**config.mk**
```make
export PLATFORM = sky130hd
export DESIGN_NAME = stable_priority_queue_top
export DESIGN_NICKNAME = d
export VERILOG_FILES = /design/src/hdl/spq_pkg.sv /design/src/hdl/stable_priority_queue_top.sv
export SDC_FILE = /design/constraint.sdc
export NUM_CORES = 1
export LEC_CHECK = 0
export ABC_AREA = 1
export BUFFER_PORTS_ARGS = -buffer_cell sky130_fd_sc_hd__buf_2
export CAP_MARGIN = 20
export CORE_MARGIN = 2
export CORE_UTILIZATION = 35
export CTS_CLUSTER_SIZE = 14
export DETAILED_ROUTE_END_ITERATION = 10
export GPL_TIMING_DRIVEN = 0
export PLACE_DENSITY_LB_ADDON = 0.25
export SKIP_CTS_REPAIR_TIMING = 1
export SLEW_MARGIN = 20
export SYNTH_ARGS = -nofsm -noshare
export SYNTH_HDL_FRONTEND = slang
export SYNTH_SLANG_ARGS = --single-unit
```
**constraint.sdc**
```tcl
create_clock -name i_clk -period 3.8 [get_ports i_clk]
set_clock_uncertainty 0.2 [all_clocks]
set_input_delay 0 -clock i_clk [delete_from_list [all_inputs] [get_ports i_clk]]
set_output_delay 0 -clock i_clk [all_outputs]
set_load 0.02 [all_outputs]
```
**src/hdl/spq_pkg.sv**
```systemverilog
`timescale 1ns / 1ps
// ----------------------------------------------------------------------------
// spq_pkg
// Shared constants, codes and types for the four-class stable priority queue.
// ----------------------------------------------------------------------------
package spq_pkg;

    localparam int DEPTH_PER_CLASS = 16;
    localparam int CLASS_COUNT     = 4;
    localparam int TAG_W           = 16;

    localparam int PTR_W   = (DEPTH_PER_CLASS > 1) ? $clog2(DEPTH_PER_CLASS) : 1;
    localparam int CLS_W   = (CLASS_COUNT > 1) ? $clog2(CLASS_COUNT) : 1;
    localparam int CNT_W   = $clog2(DEPTH_PER_CLASS + 1);
    localparam int ADDR_W  = CLS_W + PTR_W;
    localparam int STORE_N = 1 << ADDR_W;

    localparam int FUNC_W   = 1;
    localparam int PRIO_W   = 2;
    localparam int STATUS_W = 2;
    localparam int ROOM_W   = 2;

    typedef enum logic [FUNC_W-1:0] {
        FUNC_PUSH = 1'b0,
        FUNC_POP  = 1'b1
    } t_func;

    typedef enum logic [STATUS_W-1:0] {
        ST_PUSHED    = 2'd0,
        ST_POPPED    = 2'd1,
        ST_EMPTY     = 2'd2,
        ST_FULL      = 2'd3
    } t_status;

    typedef enum logic [ROOM_W-1:0] {
        ROOM_EMERGENCY    = 2'd0,
        ROOM_EXAMINATION  = 2'd1,
        ROOM_CONSULTATION = 2'd2
    } t_room;

    localparam logic [CLS_W-1:0] CLS_CRITICAL = CLS_W'(0);
    localparam logic [CLS_W-1:0] CLS_SERIOUS  = CLS_W'(1);

    function automatic t_room room_of(input logic [CLS_W-1:0] cls);
        t_room r;
        if (cls == CLS_CRITICAL) begin
            r = ROOM_EMERGENCY;
        end else if (cls == CLS_SERIOUS) begin
            r = ROOM_EXAMINATION;
        end else begin
            r = ROOM_CONSULTATION;
        end
        return r;
    endfunction

endpackage

```
**src/hdl/stable_priority_queue_top.sv**
```systemverilog
`timescale 1ns / 1ps
// ----------------------------------------------------------------------------
// stable_priority_queue_top
// Four-class queue, first-in order within a class, tags held in one
// synchronous ram with per-class ring pointers and counts in flops.
//
//  channel   signals                                   direction
//  command   start, busy, i_func, i_priority_req, i_tag  in (busy out)
//  result    strobe, o_status, o_out_tag,              out
//            o_out_priority, o_room
//
// one transfer per cycle; the result strobes in the cycle after its command,
// the cycle taken by the tag ram read.
// a push written at one edge is visible to a pop accepted the next cycle,
// so busy stays low and no interlock is needed.
// reset clears pointers, counts and the strobe; the ram needs no clearing.
// the receiver cannot stall: every result is taken in its strobe cycle.
// ----------------------------------------------------------------------------
module stable_priority_queue_top (
    input  logic                          i_clk,
    input  logic                          i_rst_n,
    input  logic                          start,
    output logic                          busy,
    input  logic [spq_pkg::FUNC_W-1:0]    i_func,
    input  logic [spq_pkg::PRIO_W-1:0]    i_priority_req,
    input  logic [spq_pkg::TAG_W-1:0]     i_tag,
    output logic                          strobe,
    output logic [spq_pkg::STATUS_W-1:0]  o_status,
    output logic [spq_pkg::TAG_W-1:0]     o_out_tag,
    output logic [spq_pkg::PRIO_W-1:0]    o_out_priority,
    output logic [spq_pkg::ROOM_W-1:0]    o_room
);
    import spq_pkg::*;

    logic [TAG_W-1:0] r_store [STORE_N];

    logic [PTR_W-1:0] r_rd_ptr [CLASS_COUNT];
    logic [PTR_W-1:0] r_wr_ptr [CLASS_COUNT];
    logic [CNT_W-1:0] r_cnt    [CLASS_COUNT];
    logic [PTR_W-1:0] n_rd_ptr [CLASS_COUNT];
    logic [PTR_W-1:0] n_wr_ptr [CLASS_COUNT];
    logic [CNT_W-1:0] n_cnt    [CLASS_COUNT];

    logic             r_strobe;
    t_status          r_status;
    logic             r_popped;
    logic [CLS_W-1:0] r_cls;
    logic [TAG_W-1:0] r_rd_data;

    logic             accept;
    logic             is_pop;
    logic             cls_ok;
    logic [CLS_W-1:0] push_cls;
    logic             push_ok;
    logic             any_full;
    logic             found;
    logic [CLS_W-1:0] pop_cls;
    logic             wr_en;
    logic [ADDR_W-1:0] wr_addr;
    logic [ADDR_W-1:0] rd_addr;
    t_status          n_status;

    assign accept   = start && !busy;
    assign is_pop   = (t_func'(i_func) == FUNC_POP);
    assign cls_ok   = (32'(i_priority_req) < 32'(CLASS_COUNT));
    assign push_cls = CLS_W'(i_priority_req);

    // most urgent non-empty class
    always_comb begin
        found   = 1'b0;
        pop_cls = '0;
        for (int c = CLASS_COUNT - 1; c >= 0; c--) begin
            if (r_cnt[c] != '0) begin
                found   = 1'b1;
                pop_cls = CLS_W'(c);
            end
        end
    end

    always_comb begin
        any_full = 1'b1;
        if (cls_ok) begin
            any_full = (32'(r_cnt[push_cls]) >= 32'(DEPTH_PER_CLASS));
        end
    end

    assign push_ok = !is_pop && !any_full;
    assign wr_en   = accept && push_ok;
    assign wr_addr = {push_cls, r_wr_ptr[push_cls]};
    assign rd_addr = {pop_cls, r_rd_ptr[pop_cls]};

    always_comb begin
        for (int c = 0; c < CLASS_COUNT; c++) begin
            n_rd_ptr[c] = r_rd_ptr[c];
            n_wr_ptr[c] = r_wr_ptr[c];
            n_cnt[c]    = r_cnt[c];
        end
        n_status = ST_PUSHED;
        if (is_pop) begin
            n_status = found ? ST_POPPED : ST_EMPTY;
        end else if (!push_ok) begin
            n_status = ST_FULL;
        end
        if (accept) begin
            if (is_pop && found) begin
                n_rd_ptr[pop_cls] = (32'(r_rd_ptr[pop_cls]) == DEPTH_PER_CLASS - 1)
                                    ? '0 : r_rd_ptr[pop_cls] + PTR_W'(1);
                n_cnt[pop_cls]    = r_cnt[pop_cls] - CNT_W'(1);
            end else if (push_ok) begin
                n_wr_ptr[push_cls] = (32'(r_wr_ptr[push_cls]) == DEPTH_PER_CLASS - 1)
                                     ? '0 : r_wr_ptr[push_cls] + PTR_W'(1);
                n_cnt[push_cls]    = r_cnt[push_cls] + CNT_W'(1);
            end
        end
    end

    // tag ram
    always_ff @(posedge i_clk) begin
        if (wr_en) begin
            r_store[wr_addr] <= i_tag;
        end
        r_rd_data <= r_store[rd_addr];
    end

    always_ff @(posedge i_clk) begin
        if (!i_rst_n) begin
            for (int c = 0; c < CLASS_COUNT; c++) begin
                r_rd_ptr[c] <= '0;
                r_wr_ptr[c] <= '0;
                r_cnt[c]    <= '0;
            end
            r_strobe <= 1'b0;
        end else begin
            for (int c = 0; c < CLASS_COUNT; c++) begin
                r_rd_ptr[c] <= n_rd_ptr[c];
                r_wr_ptr[c] <= n_wr_ptr[c];
                r_cnt[c]    <= n_cnt[c];
            end
            r_strobe <= accept;
        end
    end

    // result payload
    always_ff @(posedge i_clk) begin
        if (accept) begin
            r_status <= n_status;
            r_popped <= is_pop && found;
            r_cls    <= pop_cls;
        end
    end

    assign busy           = 1'b0;
    assign strobe         = r_strobe;
    assign o_status       = r_status;
    assign o_out_tag      = r_popped ? r_rd_data : '0;
    assign o_out_priority = r_popped ? PRIO_W'(r_cls) : '0;
    assign o_room         = r_popped ? room_of(r_cls) : ROOM_EMERGENCY;

endmodule

```
==> out/metrics.yaml, run 1 <==
sta:
  rsz0062_at_grt: "yes"
  slew_viol_final: 0
  setup_viol: 3
  hold_viol_final: 5
  setup_ws_ns: -0.00175
  whs_ns: -0.0833
  final.min_clock_period_ns: 3.80
  fin_tns_setup_ns: -0.00236
  tightest_slew_ns: 1.14
  relSlewSlack_pct: 23.3
  fmax_mhz: 263
  period_share_pct: 100
critical_path:
  arrival_ns: 3.94
  endpoint_kind: "register"
  worst_ep_required_time_ns: 3.94
  worstPathMaxFanout: 16
  worstSetupStartpointType: "register"
  worstSetupPathType: "register to register"
detailed_routing:
  ant_nets: 0
  firstDrtPassIters: 6
  via_per_inst: 5.10
  vias: 34618
  drc: 0
  routedWlPerCell_um: 23.4
  drt_iter0_drc: 3721
  drt_wl_total_mm: 159
synth:
  synth-seq-area-share_pct: 65.5
  syn-num-nets: 4614
  syn_area_um2: 49300
  syn_area_per_cell_um2: 10.7
  yosysUniqueCellTypes: 46
  ys_ff_latch: 1098
  ys.flop_type: "edfxtp_1"
  netlist_instances: 4588
  synth_edf_count: 1029
  yosys_warnings: 0
  async_flop_share_pct: 0
floorplanning:
  rows: 137
  start_util_pct: 35.3
  die_area_um2: 144000
  die_w_um: 379
  io_pins: 46
  fp.dieH_um: 379
  core_um2: 140000
placed_design:
  dpl.hpwl_mm: 111
  dpl_cell_area_um2: 52700
  place_inst: 6540
  port-buffer-count: 44
  gp_congestion: 0.936
clock_tree:
  cts_sinks: 1098
  cts_inserted_buffers: 113
  clockRootBuffer: "clkbuf_16"
  h-tree-depth: 3
  cts_tree: "yes"
  clkLatencyLatePin_ns: 0.72
  cts_buffer_depth: 3
  path_clk_slew_ns: 0.06
outcome:
  failed_checks: "hold timing, setup timing"
  outcome: "complete, but fails checks"
finish:
  drive_gt1_share_pct: 12.5
  fin_cells: 6789
  nNetsFinal: 4840
  stdcell_area_um2: 57100
  area_delta_synth_final_pct: 15.9
  fillers: 13576
grt:
  grt_max_degree: 49
  antenna_found_initial: 4
  grt_pass1_vias: 32884
  overflow: 0
  grt_usage_pct: 21.8
  grt_pass1_wl_mm: 226
job:
  maxCapViolations: 0
min_path:
  min_path_type: "input pin to register"
==> stage by stage <==
stage	setup slack, ns	util (%)
finish	-0.00175	40.9
global route	-0.157	40.9
CTS	-0.439	40.4
detailed placement	-0.726	37.8
global placement	-1.14	37.1
floorplan	1.10	-
==> cells in the final DEF, fill, tap and decap left out, types with 26 or more instances in the layout <==
cell           instances
edfxtp_1            1029
nor2_1                66
clkbuf_1              43
nand3b_1             482
dlygate4sd3_1         31
a21oi_1               55
nor2_4                43
o21ai_0               49
nand3_1              927
buf_4                 37
dfxtp_1               69
inv_1                683
nand2_1              774
buf_6                 26
buf_2                236
clkbuf_16            119
==> registers in the layout, indices dropped and copies added (netlist names) <==
signal and count:
r_rd_ptr 16, r_wr_ptr 16, r_rd_data 16, r_cnt 20
r_popped 1, r_store 1024, o_status 2, strobe 1
r_cls 2
==> logic make-up (layout without fill, tap and decap cells) <==
group	Yosys count	count (layout)	share of synthesized area (%)
compound gates	153	153	1.76
xor+xnor	5	5	0.0889
fa+ha+maj	4	4	0.102
buf+inv	980	1304	8.41
flops	1098	1098	65.5
other cells	1	2	0.00761
simple gates	2347	2347	24.1
==> layer usage <==
metal	routed length [um]	up-vias	GRT usage (%)
li1	-	16094	-
met1	69300	17014	30.1
met2	73100	1291	35.0
met3	11100	217	2.87
met4	5150	2	8.15
met5	13	-	0
==> final timing paths <==
check | startpoint | end | slack (ns) | depth (start not counted)
max | r_cnt[1][4] | r_store[1][9] | -0.002 | 8
min | i_priority_req[1] | r_cnt[0][0] | -0.08 | 6
max reg2reg | r_cnt[1][4] | r_store[1][9] | -0.002 | 8
min reg2reg | r_wr_ptr[1][1] | r_wr_ptr[1][1] | 0.26 | 2
==> cell usage after synthesis, types with 2 or more instances <==
library cell  count  area, um2
xnor2_1           2       17.5
o22ai_1          12       75.1
nand4_2           2       25.0
clkbuf_1         23       86.3
o32ai_1           2       17.5
buf_6            16        180
a21oi_1          55        275
ha_1              4       50.1
dfxtp_1          69       1380
a22oi_1           2       15.0
nand3_1         929       4650
nand3b_1        482       3620
edfxtp_1       1029      30900
a21oi_2           2       17.5
buf_4            18        135
o21ai_1          11       55.1
xor2_1            3       26.3
buf_1             4       15.0
a31oi_1           3       18.8
buf_2           222       1110
o21ai_2           2       17.5
o21a_1            3       22.5
nand2_2           8       50.1
o221ai_1          4       35.0
nor3_1            4       20.0
nor2_2            2       12.5
a221oi_1          3       26.3
o21ai_0          49        245
nand2_1         782       2940
nor2_1          131        492
inv_1           683       2560
inv_2            13       48.8
==> worst max-delay path: stages (launching register included) <==
cell     delay [ns]
dfxtp_1        0.34
o22ai_1        0.29
nor2_1         0.07
o21ai_1        0.21
and2_1         0.29
nand2_1        0.19
nor2_1         0.48
nand2_1        0.47
nor2_2         0.87
==> final cells by class <==
| class | count | area, um2 | share of cell area (%) |
|---|---|---|---|
| flip-flops and latches | 1098 | 32300 | 56.5 |
| multi-input cells | 2510 | 13200 | 23.2 |
| clock buffers | 151 | 3180 | 5.57 |
| inverters | 697 | 2620 | 4.58 |
| well taps | 1876 | 2350 | 4.11 |
| plain buffers | 283 | 1580 | 2.77 |
| repair buffers | 111 | 1280 | 2.24 |
| clock inverters | 62 | 572 | 1.00 |
| diodes | 1 | 2.50 | 0.00438 |
Power of run 1 is not shown: default switching activity piles up to over one toggle a cycle in this logic, so the estimate is an artifact.
==> run 2, diff against run 1 <==
--- a/config.mk
+++ b/config.mk
@@ -5,7 +5,6 @@
 export SDC_FILE = /design/constraint.sdc
 export NUM_CORES = 1
 export LEC_CHECK = 0
-export ABC_AREA = 1
 export BUFFER_PORTS_ARGS = -buffer_cell sky130_fd_sc_hd__buf_2
 export CAP_MARGIN = 20
 export CORE_MARGIN = 2
==> out/metrics.yaml, run 2 <==
outcome:
  outcome: "complete, but fails checks"
  failed_checks: "setup timing"
min_path:
  hp-start: "i_priority_req[1]"
  holdPathStages: 5
  min_path_type: "input pin to register"
  hold_end: "r_cnt[1][1]"
sta:
  hold_viol_final: 0
  rsz0062_at_grt: "yes"
  tightest_slew_ns: 1.22
  relSlewSlack_pct: 18.3
  fin_tns_setup_ns: -1.28
  fmax_mhz: 252
  period_share_pct: 104
  setup_viol: 14
  final.min_clock_period_ns: 3.96
  slew_viol_final: 0
  setup_ws_ns: -0.163
clock_tree:
  h-tree-depth: 3
  path_clk_slew_ns: 0.06
  clkLatencyLatePin_ns: 0.71
  cts_sinks: 1098
  clockRootBuffer: "clkbuf_16"
  cts_buffer_depth: 3
  cts_tree: "yes"
  cts_inserted_buffers: 114
synth:
  netlist_instances: 3458
  syn_area_per_cell_um2: 12.6
  yosys_warnings: 0
  synth-seq-area-share_pct: 74.3
  async_flop_share_pct: 0
  yosys.area.top_type: "edfxtp_1"
  netlist_top_cells_count: "nand2_1 (1069), edfxtp_1 (1029), nand3_1 (544), clkbuf_1 (127), nand4_1 (96)"
  ys_ff_latch: 1098
  yosysUniqueCellTypes: 58
  synth.most_common_cell: "nand2_1"
  synthTopCellsByArea: "edfxtp_1 (71%), nand2_1 (9.2%), nand3_1 (6.3%)"
  syn-num-nets: 3484
  syn_area_um2: 43400
  synth_top_area_share_pct: 71.1
  ys.flop_type: "edfxtp_1"
  synth_edf_count: 1029
grt:
  grt_pass1_wl_mm: 193
  grt_pass1_vias: 27289
  antenna_found_initial: 4
  grt_usage_pct: 20.9
  grt_max_degree: 65
  overflow: 0
power_and_ir_drop:
  p_comb_share_pct: 52.2
  pwr-share-clk_pct: 21.3
  pwr-share-seq_pct: 26.5
  p_int_mw: 28.4
  leakagePower_nw: 18.3
  worst_ir_drop_vdd_mv: 0.563
  p_total_mw: 51.3
  switchingPower_mw: 23.0
  swShare_pct: 44.8
  power.density_nw_per_um2: 972
detailed_routing:
  via_per_inst: 5.33
  drt_iter0_drc: 3465
  routedWlPerCell_um: 25.0
  drt_wl_total_mm: 137
  drc: 0
  vias: 29230
  ant_nets: 0
  firstDrtPassIters: 6
critical_path:
  r2r_end: "r_rd_data[0]"
  worstPathMaxFanout: 10
  worstSetupPathType: "register to register"
  r2r_start: "r_cnt[0][4]"
  reg2regPathDepth: 13
  path_buf_inv: 4
  max_stage_delay_ns: 0.59
  endpoint_kind: "register"
  cp_slowest_cell: "or4_4"
  cp-startpoint: "r_cnt[0][4]"
  cp_top_family: "simple AND/OR/NAND/NOR gates"
  arrival_ns: 4.32
  cp_cell_sequence: "nor3_2 > nand2_2 > a31oi_4 > buf_6 > o221ai_4 > buf_4 > nor2_4 > buf_6 > clkbuf_4 > nand3_1 > nand4_1 > o22ai_4 > or4_4"
  worst_ep_required_time_ns: 4.16
  path_common_cell: "buf_6"
  worstSetupStartpointType: "register"
  regToRegSetupSlack_ns: -0.16
floorplanning:
  rows: 129
  start_util_pct: 35.2
  fp.dieH_um: 356
  die_area_um2: 127000
  core_um2: 123000
  io_pins: 46
  die_w_um: 356
finish:
  nNetsFinal: 3776
  largest_register_ffs: 1024
  diodes: 0
  area_delta_synth_final_pct: 21.5
  layout_commonest_cell: "nand2_1"
  drive_gt1_share_pct: 17.8
  mostFrequentLayoutCells: "nand2_1 (1061), edfxtp_1 (1029), nand3_1 (516)"
  stdcell_area_um2: 52800
  regMostFlops: "r_store"
  largestRegisters: "r_store x1024, r_cnt x20"
job:
  maxCapViolations: 0
placed_design:
  dpl.hpwl_mm: 90.0
  dpl_cell_area_um2: 46700
  port-buffer-count: 41
  gp_congestion: 0.942
  place_ws_ns: -1.22
run 2: power by group through the flow:
stage	clock network (mW)	registers, mW	logic [mW]
2_1_floorplan	0	13.8	11.9
3_3_place_gp	0	13.8	21.2
3_5_place_dp	0	13.8	21.3
4_1_cts	11.1	13.6	21.3
5_1_grt	11.5	13.6	28.3
6_report	10.9	13.6	26.8
run 2: worst min-delay path: cells and delay by family:
kind / cells / cell delay [ns]
AOI/OAI and AO/OA: 2 / 0.24
buffers and inverters: 1 / 0.28
and+or+nand+nor: 2 / 0.37
run 2: cell families (layout without fill, tap and decap cells):
kind of cell	Yosys count	in the layout	share of synthesized area [%]
flip-flops	1098	1098	74.3
adder cells (fa/ha/maj)	4	4	0.115
XOR/XNOR	8	8	0.161
AND/OR/NAND/NOR	1899	1899	19.2
AO/OA/AOI/OAI	200	201	3.16
multiplexers	32	32	0.970
buffers and inverters	216	605	2.12
other	1	1	0.00863
run 2: cell type report:
class | count | area (um2)
Fill cell | 11361 | 70700
Sequential cell | 1098 | 32300
Multi-Input combinational cell | 2145 | 11200
Clock buffer | 148 | 3080
Tap cell | 1637 | 2050
Timing Repair Buffer | 178 | 2040
Buffer | 204 | 1500
Clock inverter | 66 | 571
Inverter | 9 | 36.3
run 2: worst max path at each step:
stage,to,slack (ns),cells past startpoint
3_3_place_gp,r_store[15][6],-1.71,7
5_1_grt,r_rd_data[9],-0.22,14
2_1_floorplan,r_store[0][0],0.45,7
6_report,r_rd_data[0],-0.16,13
4_1_cts,r_rd_data[2],-1.24,11
3_5_place_dp,r_rd_data[0],-1.22,11
run 2: per-layer routing:
| metal | part of all wire (%) | global-route usage, % |
|---|---|---|
| met3 | 7.5 | 3.36 |
| met4 | 2.7 | 6.60 |
| met2 | 47 | 32.8 |
| met1 | 43 | 29.8 |
| met5 | 0 | 0 |
run 2: through the flow:
stage | hold slack [ns] | utilization, % | instances
after floorplan | -0.101 | - | 3458
after global placement | 0.219 | 37.0 | 5136
after detailed placement | 0.220 | 37.8 | 5185
after CTS | -0.530 | 40.7 | 5399
after global routing | 0.0574 | 42.8 | 5485
final | 0.0325 | 42.8 | 5485
Note: power is estimated with default switching activity, not from simulation.
